===== config.mk =====
export PLATFORM = sky130hd
export DESIGN_NAME = lsb_first_code_symbol_packer
export DESIGN_NICKNAME = d
export VERILOG_FILES = /design/src/hw/rtl/lcsp_pkg.sv /design/src/hw/rtl/lcsp_queue.sv /design/src/hw/rtl/lcsp_front.sv /design/src/hw/rtl/lcsp_back.sv /design/src/hw/rtl/lsb_first_code_symbol_packer.sv
export VERILOG_INCLUDE_DIRS = /design/src /design/src/hw/rtl
export SDC_FILE = /design/constraint.sdc
export NUM_CORES = 1
export LEC_CHECK = 0
export BUFFER_PORTS_ARGS = -buffer_cell sky130_fd_sc_hd__clkbuf_2
export CAP_MARGIN = 20
export CORE_MARGIN = 2
export CORE_UTILIZATION = 30
export CTS_CLUSTER_DIAMETER = 50
export DETAILED_ROUTE_END_ITERATION = 8
export SLEW_MARGIN = 30
export SYNTH_ARGS = -nofsm -noshare
export SYNTH_HDL_FRONTEND = slang
export SYNTH_SLANG_ARGS = --single-unit

===== constraint.sdc =====
create_clock -name aclk -period 4.6 [get_ports aclk]
set_input_delay 0.69 -clock aclk [delete_from_list [all_inputs] [get_ports aclk]]
set_output_delay 0.69 -clock aclk [all_outputs]
set_load 0.02 [all_outputs]

===== src/hw/rtl/lsb_first_code_symbol_packer_macros.svh =====
// Assertion macros shared by the packer RTL.
`ifndef LSB_FIRST_CODE_SYMBOL_PACKER_MACROS_SVH
`define LSB_FIRST_CODE_SYMBOL_PACKER_MACROS_SVH

// Same-cycle implication, checked out of reset.
`define LCSP_ASSERT_IMP(label, clk, rstn, ante, cons, msg) \
    label: assert property (@(posedge clk) disable iff (!rstn) (ante) |-> (cons)) \
        else $error(msg);

// Next-cycle implication, checked out of reset.
`define LCSP_ASSERT_NXT(label, clk, rstn, ante, cons, msg) \
    label: assert property (@(posedge clk) disable iff (!rstn) (ante) |=> (cons)) \
        else $error(msg);

// Invariant on every cycle out of reset.
`define LCSP_ASSERT_INV(label, clk, rstn, cond, msg) \
    `LCSP_ASSERT_IMP(label, clk, rstn, 1'b1, cond, msg)

`endif


===== src/hw/rtl/lcsp_pkg.sv =====
// Types and constants shared by the code/symbol packer modules.
package lcsp_pkg;

    localparam int CODE_BITS   = 16;
    localparam int LEN_BITS    = 5;
    localparam int SYM_BITS    = 8;
    localparam int S_DATA_BITS = 32;
    localparam int QDEPTH      = 4;
    localparam int QPTR_BITS   = 2;
    localparam int QCNT_BITS   = 3;
    localparam int LEFT_BITS   = 5;

    localparam logic [7:0] CHAR_SPACE = 8'h20;
    localparam logic [7:0] CHAR_ZERO  = 8'h30;
    localparam logic [7:0] CHAR_ONE   = 8'h31;

    typedef enum logic {
        KIND_PAIR  = 1'b0,
        KIND_FLUSH = 1'b1
    } kind_t;

    typedef struct packed {
        kind_t                 kind;
        logic [CODE_BITS-1:0]  code;
        logic [LEN_BITS-1:0]   len;
        logic [SYM_BITS-1:0]   symbol;
    } cmd_t;

endpackage


===== src/hw/rtl/lcsp_queue.sv =====
// Short command queue between the front and back parts.
`include "lsb_first_code_symbol_packer_macros.svh"

module lcsp_queue (
    input  logic           aclk,
    input  logic           aresetn,
    input  logic           push,
    input  lcsp_pkg::cmd_t push_cmd,
    output logic           full,
    input  logic           pop,
    output logic           q_valid,
    output lcsp_pkg::cmd_t q_cmd
);
    import lcsp_pkg::*;

    cmd_t                 mem_reg [QDEPTH];
    logic [QPTR_BITS-1:0] wr_ptr_reg, wr_ptr_next;
    logic [QPTR_BITS-1:0] rd_ptr_reg, rd_ptr_next;
    logic [QCNT_BITS-1:0] count_reg, count_next;
    logic                 do_push, do_pop;

    assign full    = (count_reg == QCNT_BITS'(QDEPTH));
    assign q_valid = (count_reg != '0);
    assign q_cmd   = mem_reg[rd_ptr_reg];
    assign do_push = push && !full;
    assign do_pop  = pop && q_valid;

    always_comb begin
        wr_ptr_next = wr_ptr_reg;
        rd_ptr_next = rd_ptr_reg;
        count_next  = count_reg;
        if (do_push) begin
            wr_ptr_next = wr_ptr_reg + 1'b1;
        end
        if (do_pop) begin
            rd_ptr_next = rd_ptr_reg + 1'b1;
        end
        if (do_push && !do_pop) begin
            count_next = count_reg + 1'b1;
        end else if (!do_push && do_pop) begin
            count_next = count_reg - 1'b1;
        end
    end

    always_ff @(posedge aclk) begin
        if (!aresetn) begin
            wr_ptr_reg <= '0;
            rd_ptr_reg <= '0;
            count_reg  <= '0;
        end else begin
            wr_ptr_reg <= wr_ptr_next;
            rd_ptr_reg <= rd_ptr_next;
            count_reg  <= count_next;
        end
    end

    always_ff @(posedge aclk) begin
        if (do_push) begin
            mem_reg[wr_ptr_reg] <= push_cmd;
        end
    end

    `LCSP_ASSERT_INV(a_q_count_range, aclk, aresetn, count_reg <= QCNT_BITS'(QDEPTH), "queue count over depth")
    `LCSP_ASSERT_IMP(a_q_no_underflow, aclk, aresetn, pop, q_valid, "pop from empty queue")

endmodule


===== src/hw/rtl/lcsp_front.sv =====
// Front part: accepts input words, clamps the code length and masks the code.
module lcsp_front #(
    parameter int CODE_WIDTH = 16
) (
    input  logic                                s_tvalid,
    output logic                                s_tready,
    input  logic [lcsp_pkg::S_DATA_BITS-1:0]    s_tdata,
    input  logic                                s_tuser,
    input  logic                                q_full,
    output logic                                push,
    output lcsp_pkg::cmd_t                      push_cmd
);
    import lcsp_pkg::*;

    localparam int LEN_MAX = (CODE_WIDTH < CODE_BITS) ? CODE_WIDTH : CODE_BITS;

    logic [CODE_BITS-1:0] in_code;
    logic [LEN_BITS-1:0]  in_len;
    logic [SYM_BITS-1:0]  in_sym;
    logic [LEN_BITS-1:0]  len_sat;
    logic [CODE_BITS-1:0] code_mask;

    assign in_code = s_tdata[CODE_BITS-1:0];
    assign in_len  = s_tdata[CODE_BITS +: LEN_BITS];
    assign in_sym  = s_tdata[CODE_BITS+LEN_BITS +: SYM_BITS];

    assign len_sat   = (in_len > LEN_BITS'(LEN_MAX)) ? LEN_BITS'(LEN_MAX) : in_len;
    assign code_mask = ~({CODE_BITS{1'b1}} << len_sat);

    assign s_tready = !q_full;
    assign push     = s_tvalid && !q_full;

    always_comb begin
        push_cmd.kind   = kind_t'(s_tuser);
        push_cmd.code   = in_code & code_mask;
        push_cmd.len    = len_sat;
        push_cmd.symbol = in_sym;
    end

endmodule


===== src/hw/rtl/lcsp_back.sv =====
// Back part: packs bits or spells characters, one output word per cycle while m_tready does not stall it.
`include "lsb_first_code_symbol_packer_macros.svh"

module lcsp_back (
    input  logic           aclk,
    input  logic           aresetn,
    input  logic           ascii_mode,
    input  logic           q_valid,
    input  lcsp_pkg::cmd_t q_cmd,
    output logic           q_pop,
    output logic           m_tvalid,
    input  logic           m_tready,
    output logic [7:0]     m_tdata,
    output logic           m_tlast
);
    import lcsp_pkg::*;

    // pending partial byte
    logic [7:0]            pend_bits_reg, pend_bits_next;
    logic [2:0]            pend_cnt_reg, pend_cnt_next;

    // current operation
    logic                  busy_reg, busy_next;
    logic                  asc_reg, asc_next;
    logic [LEFT_BITS-1:0]  left_reg, left_next;
    logic [23:0]           word_reg, word_next;
    logic [LEFT_BITS-1:0]  idx_reg, idx_next;
    logic [LEN_BITS-1:0]   len_reg, len_next;
    logic [CODE_BITS-1:0]  code_reg, code_next;
    logic [SYM_BITS-1:0]   sym_reg, sym_next;

    // output register
    logic                  m_valid_reg, m_valid_next;
    logic [7:0]            m_data_reg, m_data_next;
    logic                  m_last_reg, m_last_next;

    logic                  emit_ok, fire, done, pop;
    logic [7:0]            cur_byte;
    logic [7:0]            asc_char;
    logic [LEN_BITS-1:0]   sh;
    logic [LEN_BITS-1:0]   total;
    logic [30:0]           combined;
    logic [7:0]            rest;

    assign emit_ok = !m_valid_reg || m_tready;
    assign fire    = busy_reg && emit_ok;
    assign done    = fire && (left_reg == LEFT_BITS'(1));
    assign pop     = q_valid && (!busy_reg || done);
    assign q_pop   = pop;

    assign m_tvalid = m_valid_reg;
    assign m_tdata  = m_data_reg;
    assign m_tlast  = m_last_reg;

    // ASCII character at position idx: space, code bits, space, symbol bits
    always_comb begin
        logic [LEFT_BITS-1:0] ci;
        logic [LEFT_BITS-1:0] si;
        ci = idx_reg - LEFT_BITS'(1);
        si = idx_reg - len_reg - LEFT_BITS'(2);
        if (idx_reg == '0) begin
            asc_char = CHAR_SPACE;
        end else if (idx_reg <= len_reg) begin
            asc_char = code_reg[ci[3:0]] ? CHAR_ONE : CHAR_ZERO;
        end else if (idx_reg == len_reg + LEFT_BITS'(1)) begin
            asc_char = CHAR_SPACE;
        end else begin
            asc_char = sym_reg[si[2:0]] ? CHAR_ONE : CHAR_ZERO;
        end
    end

    assign cur_byte = asc_reg ? asc_char : word_reg[7:0];

    // packed append of the queued pair onto the pending byte
    assign sh       = LEN_BITS'(pend_cnt_reg) + q_cmd.len;
    assign total    = sh + LEN_BITS'(8);
    assign combined = {23'd0, pend_bits_reg}
                    | ({15'd0, q_cmd.code} << pend_cnt_reg)
                    | ({23'd0, q_cmd.symbol} << sh);

    always_comb begin
        case (total[4:3])
            2'd1:    rest = combined[15:8];
            2'd2:    rest = combined[23:16];
            2'd3:    rest = {1'b0, combined[30:24]};
            default: rest = combined[7:0];
        endcase
    end

    always_comb begin
        pend_bits_next = pend_bits_reg;
        pend_cnt_next  = pend_cnt_reg;
        busy_next      = busy_reg;
        asc_next       = asc_reg;
        left_next      = left_reg;
        word_next      = word_reg;
        idx_next       = idx_reg;
        len_next       = len_reg;
        code_next      = code_reg;
        sym_next       = sym_reg;

        if (fire) begin
            left_next = left_reg - LEFT_BITS'(1);
            idx_next  = idx_reg + LEFT_BITS'(1);
            word_next = {8'd0, word_reg[23:8]};
            if (done) begin
                busy_next = 1'b0;
            end
        end

        if (pop) begin
            idx_next  = '0;
            len_next  = q_cmd.len;
            code_next = q_cmd.code;
            sym_next  = q_cmd.symbol;
            asc_next  = ascii_mode;
            case (q_cmd.kind)
                KIND_PAIR: begin
                    busy_next = 1'b1;
                    if (ascii_mode) begin
                        left_next = q_cmd.len + LEFT_BITS'(10);
                    end else begin
                        left_next      = LEFT_BITS'(total[4:3]);
                        word_next      = combined[23:0];
                        pend_bits_next = rest;
                        pend_cnt_next  = total[2:0];
                    end
                end
                KIND_FLUSH: begin
                    if (!ascii_mode && pend_cnt_reg != '0) begin
                        busy_next      = 1'b1;
                        left_next      = LEFT_BITS'(1);
                        word_next      = {16'd0, pend_bits_reg};
                        pend_bits_next = '0;
                        pend_cnt_next  = '0;
                    end else begin
                        busy_next = 1'b0;
                        left_next = '0;
                    end
                end
                default: begin
                    busy_next = 1'b0;
                    left_next = '0;
                end
            endcase
        end
    end

    always_comb begin
        m_valid_next = m_valid_reg;
        m_data_next  = m_data_reg;
        m_last_next  = m_last_reg;
        if (fire) begin
            m_valid_next = 1'b1;
            m_data_next  = cur_byte;
            m_last_next  = (left_reg == LEFT_BITS'(1));
        end else if (m_tready) begin
            m_valid_next = 1'b0;
        end
    end

    always_ff @(posedge aclk) begin
        if (!aresetn) begin
            pend_bits_reg <= '0;
            pend_cnt_reg  <= '0;
            busy_reg      <= 1'b0;
            left_reg      <= '0;
            m_valid_reg   <= 1'b0;
        end else begin
            pend_bits_reg <= pend_bits_next;
            pend_cnt_reg  <= pend_cnt_next;
            busy_reg      <= busy_next;
            left_reg      <= left_next;
            m_valid_reg   <= m_valid_next;
        end
    end

    always_ff @(posedge aclk) begin
        asc_reg    <= asc_next;
        word_reg   <= word_next;
        idx_reg    <= idx_next;
        len_reg    <= len_next;
        code_reg   <= code_next;
        sym_reg    <= sym_next;
        m_data_reg <= m_data_next;
        m_last_reg <= m_last_next;
    end

    `LCSP_ASSERT_INV(a_pend_clean, aclk, aresetn, (pend_bits_reg >> pend_cnt_reg) == 8'd0, "pending bits above count")
    `LCSP_ASSERT_IMP(a_busy_left, aclk, aresetn, busy_reg, left_reg != '0, "busy with nothing left")
    `LCSP_ASSERT_IMP(a_pop_on_last, aclk, aresetn, pop && busy_reg, done, "pop before last word")
    `LCSP_ASSERT_NXT(a_fire_shows, aclk, aresetn, fire, m_valid_reg, "emitted word not held")

endmodule


===== src/hw/rtl/lsb_first_code_symbol_packer.sv =====
// Top level of the LSB-first code/symbol packer.
//
//  channel  dir  handshake              payload
//  s_       in   s_tvalid / s_tready    tdata: code, code_len, symbol; tuser: kind
//  m_       out  m_tvalid / m_tready    tdata: out_byte; tlast: last
//  cfg_     in   cfg_valid / cfg_ready  data: ascii_mode
//
// The back part emits one output word per cycle through its output register, unless m_tready stalls it.
// Packed pair: 1 to 3 words (one per byte completed); flush: one word if bits are pending.
// ASCII pair: code_len + 10 words, one character each.
// A 4-entry queue lets the input side keep accepting while the output stalls, until it fills.
// Reset clears the pending byte, the queue and ascii_mode; no clearing pass.
`include "lsb_first_code_symbol_packer_macros.svh"

module lsb_first_code_symbol_packer #(
    parameter int CODE_WIDTH = 16
) (
    input  logic                             aclk,
    input  logic                             aresetn,
    input  logic                             s_tvalid,
    output logic                             s_tready,
    input  logic [lcsp_pkg::S_DATA_BITS-1:0] s_tdata,   // code[15:0] code_len[20:16] symbol[28:21]
    input  logic                             s_tuser,   // kind
    output logic                             m_tvalid,
    input  logic                             m_tready,
    output logic [7:0]                       m_tdata,   // out_byte[7:0]
    output logic                             m_tlast,
    input  logic                             cfg_valid,
    output logic                             cfg_ready,
    input  logic                             cfg_data
);
    import lcsp_pkg::*;

    logic ascii_mode_reg, ascii_mode_next;
    logic q_full, push, pop, q_valid;
    cmd_t push_cmd, q_cmd;

    assign cfg_ready       = 1'b1;
    assign ascii_mode_next = (cfg_valid && cfg_ready) ? cfg_data : ascii_mode_reg;

    always_ff @(posedge aclk) begin
        if (!aresetn) begin
            ascii_mode_reg <= 1'b0;
        end else begin
            ascii_mode_reg <= ascii_mode_next;
        end
    end

    lcsp_front #(
        .CODE_WIDTH(CODE_WIDTH)
    ) u_front (
        .s_tvalid (s_tvalid),
        .s_tready (s_tready),
        .s_tdata  (s_tdata),
        .s_tuser  (s_tuser),
        .q_full   (q_full),
        .push     (push),
        .push_cmd (push_cmd)
    );

    lcsp_queue u_queue (
        .aclk     (aclk),
        .aresetn  (aresetn),
        .push     (push),
        .push_cmd (push_cmd),
        .full     (q_full),
        .pop      (pop),
        .q_valid  (q_valid),
        .q_cmd    (q_cmd)
    );

    lcsp_back u_back (
        .aclk       (aclk),
        .aresetn    (aresetn),
        .ascii_mode (ascii_mode_reg),
        .q_valid    (q_valid),
        .q_cmd      (q_cmd),
        .q_pop      (pop),
        .m_tvalid   (m_tvalid),
        .m_tready   (m_tready),
        .m_tdata    (m_tdata),
        .m_tlast    (m_tlast)
    );

    `LCSP_ASSERT_IMP(a_accept_pushes, aclk, aresetn, s_tvalid && s_tready, push, "accepted word not queued")

endmodule


==> metrics <==
dpl cells 1,370; mapped cell area 11,230 µm²; Setup violations, final 0; Final Hold Vio Count 0; Least-Margin Pin Slew 0.9814 ns; CTS H-tree lvls 1; busiest grt layer met2; CTS tree done; status completed; f_max 0.2576 GHz; io pins 51; diodes inserted 0; Root Buffer Master clkbuf_16; total grt overflow 0; static leakage 4.508 nW; synth top area cells edfxtp_1 43%, dfxtp_1 10%, mux4_2 9.4%; Max-Cap Viols 0; Max-slew headroom 0.3410; Critical Path Fanout Max 8; total chip power 9.788 mW; Post-Syn Nets 955; asr flop ratio synth 0; fraction of layout cells with a size suffix above 1 0.2132; core region area 36,700 µm²; Synth Area per Inst 12.62 µm²; RSZ-0062 raised after global routing false; mean number of vias per cell 5.213; die height 197.5 µm; chip width 197.5 µm; routability cong. 0.9229; Cell Pwr Density 761.5 nW/µm²; Die ar. 38,990 µm²; WL per Instance 19.70 µm; Global Route met3 Usage 0.01946; max reg flops 120; clock tree buffer depth 3; Initial Utilization 0.3060; CTS buffer count 28; Worst Hold Class in -> reg; fin crit share 0.8441; Mapped Cells 890; Nets 997; CP startpoint kind flop; Vias 7,403; Layout Cells excl Fill 1,420; clock sinks 216; share of the synthesized area in the top cell type 0.4252; row cnt 70; drt pass-1 iters 5; max-slew violations 0; CP endpoint kind flop; post_cts resized 0; peak supply drop 313.1 µV; Setup CP Type reg -> reg; Antenna Nets Post-Route 0; clk slew on worst S/H paths 0.06 ns; commonest cells after routing, fill and taps aside 159 x edfxtp_1, 66 x nor2_1, 63 x mux2i_1; final core utilization 0.3503; Syn. warnings 0; initial antenna violation count 0; Post-synth EDFFs 159; sum of negative setup slack 0 ns; sequential area share after synthesis 0.5269; ys flop type edfxtp_1; worst path arrival time 4.32 ns; Clock Latency Late Sink 0.55 ns; post-layout minimum cycle time 3.883 ns; DP HPWL 19,680 µm; met2 Track Usage GR 0.2341; Netlist cell types 81; number of port buffers 46; most common cell after layout, fill and taps aside edfxtp_1; starting DRC count in detailed routing 494; clk_skew 0.02027 ns; Post-route DRC 0; cell taking the most area after synthesis edfxtp_1; worst endpoint required time 5.04 ns; vias in the first global route 7,264; GR Util met1 0.1983; hold_buf cts 0; final wirelength 27,970 µm; postcts setup bufs 0; GRT Overall Usage 0.1435; #FFs+latches synth 216; pin count of the biggest net entering global routing 41; P&R area growth vs syn 14.48%; first-pass GRT wire length 43,420 µm
critical path: stages (launching register included):
cell and delay [ns]:
dfxtp_2 0.49, mux4_2 0.41, ha_1 0.22, inv_1 0.06, fa_1 0.42, xnor2_1 0.81
mux2i_4 0.37, mux2i_1 0.22, a2111o_1 0.46, a221o_1 0.31
per-stage QoR:
step | hold slack, ns | setup WS [ns] | instance area (µm²)
2_1_floorplan | 0.4064 | 0.4283 | 11230
3_3_place_gp | 0.4387 | 0.8232 | 11920
6_report | 0.3587 | 0.7173 | 12850
4_1_cts | 0.3444 | 0.7732 | 12850
5_1_grt | 0.3560 | 0.5944 | 12850
3_5_place_dp | 0.4463 | 0.7866 | 11920
logic make-up (layout without fill, tap and decap cells):
family                     after synthesis  count (layout)  share of synthesized area
and+or+nand+nor                        209             209                    0.08803
adders and majority gates               26              26                    0.03031
DFF                                    216             216                     0.5269
other                                    1               1                  0.0003340
AOI/OAI and AO/OA                      187             187                     0.1160
buffers and inverters                   86             148                    0.03599
xor gates and xnor gates                26              26                    0.02195
muxes                                  139             139                     0.1805
worst paths after layout:
check	from	to	slack, ns	cells after the start
min reg2reg	u_back.word_reg[22]	u_back.word_reg[22]	0.46	2
min	s_tdata[23]	u_queue.mem_reg[2][2]	0.36	1
max	flop	u_back.word_reg[7]	0.72	9
max reg2reg	flop	u_back.word_reg[7]	0.72	9
area by class of cell:
class	instances	area, µm²
Tap cell	468	585.6
Sequential cell	216	5921
Clock inverter	15	166.4
Multi-Input combinational cell	588	4910
Inverter	32	122.6
Clock buffer	35	768.2
Fill cell	3546	23840
Timing Repair Buffer	66	380.4
synth_stat cells, types with 6 or more instances:
library cell and n:
ha_1 24, and3_1 10, a31oi_1 6, nor3_1 16
mux2i_1 63, buf_2 9, nor2_1 66, xnor2_1 11
inv_1 29, nand2b_1 7, mux4_2 47, o21ai_0 25
dfxtp_1 57, a22oi_1 7, clkbuf_1 32, mux2_2 24
edfxtp_1 159, a21oi_1 52, nor2b_1 19, o22ai_1 13
and2_1 6, nand2_1 58, o21a_1 12, xor2_1 14
nand3_1 9, buf_6 6
report_power, final:
part | switching [mW] | internal, mW
sequential | 0.261 | 2.68
combinational | 2.86 | 1.81
clock | 0.863 | 1.31
total | 3.98 | 5.80
metal layers:
metal | vias to the layer above | wire [µm]
met3 | 46 | 1212
met5 | - | 0
met1 | 3671 | 12920
met4 | 0 | 724
met2 | 184 | 13120
li1 | 3502 | -
Power figures use the tool's default switching activity.
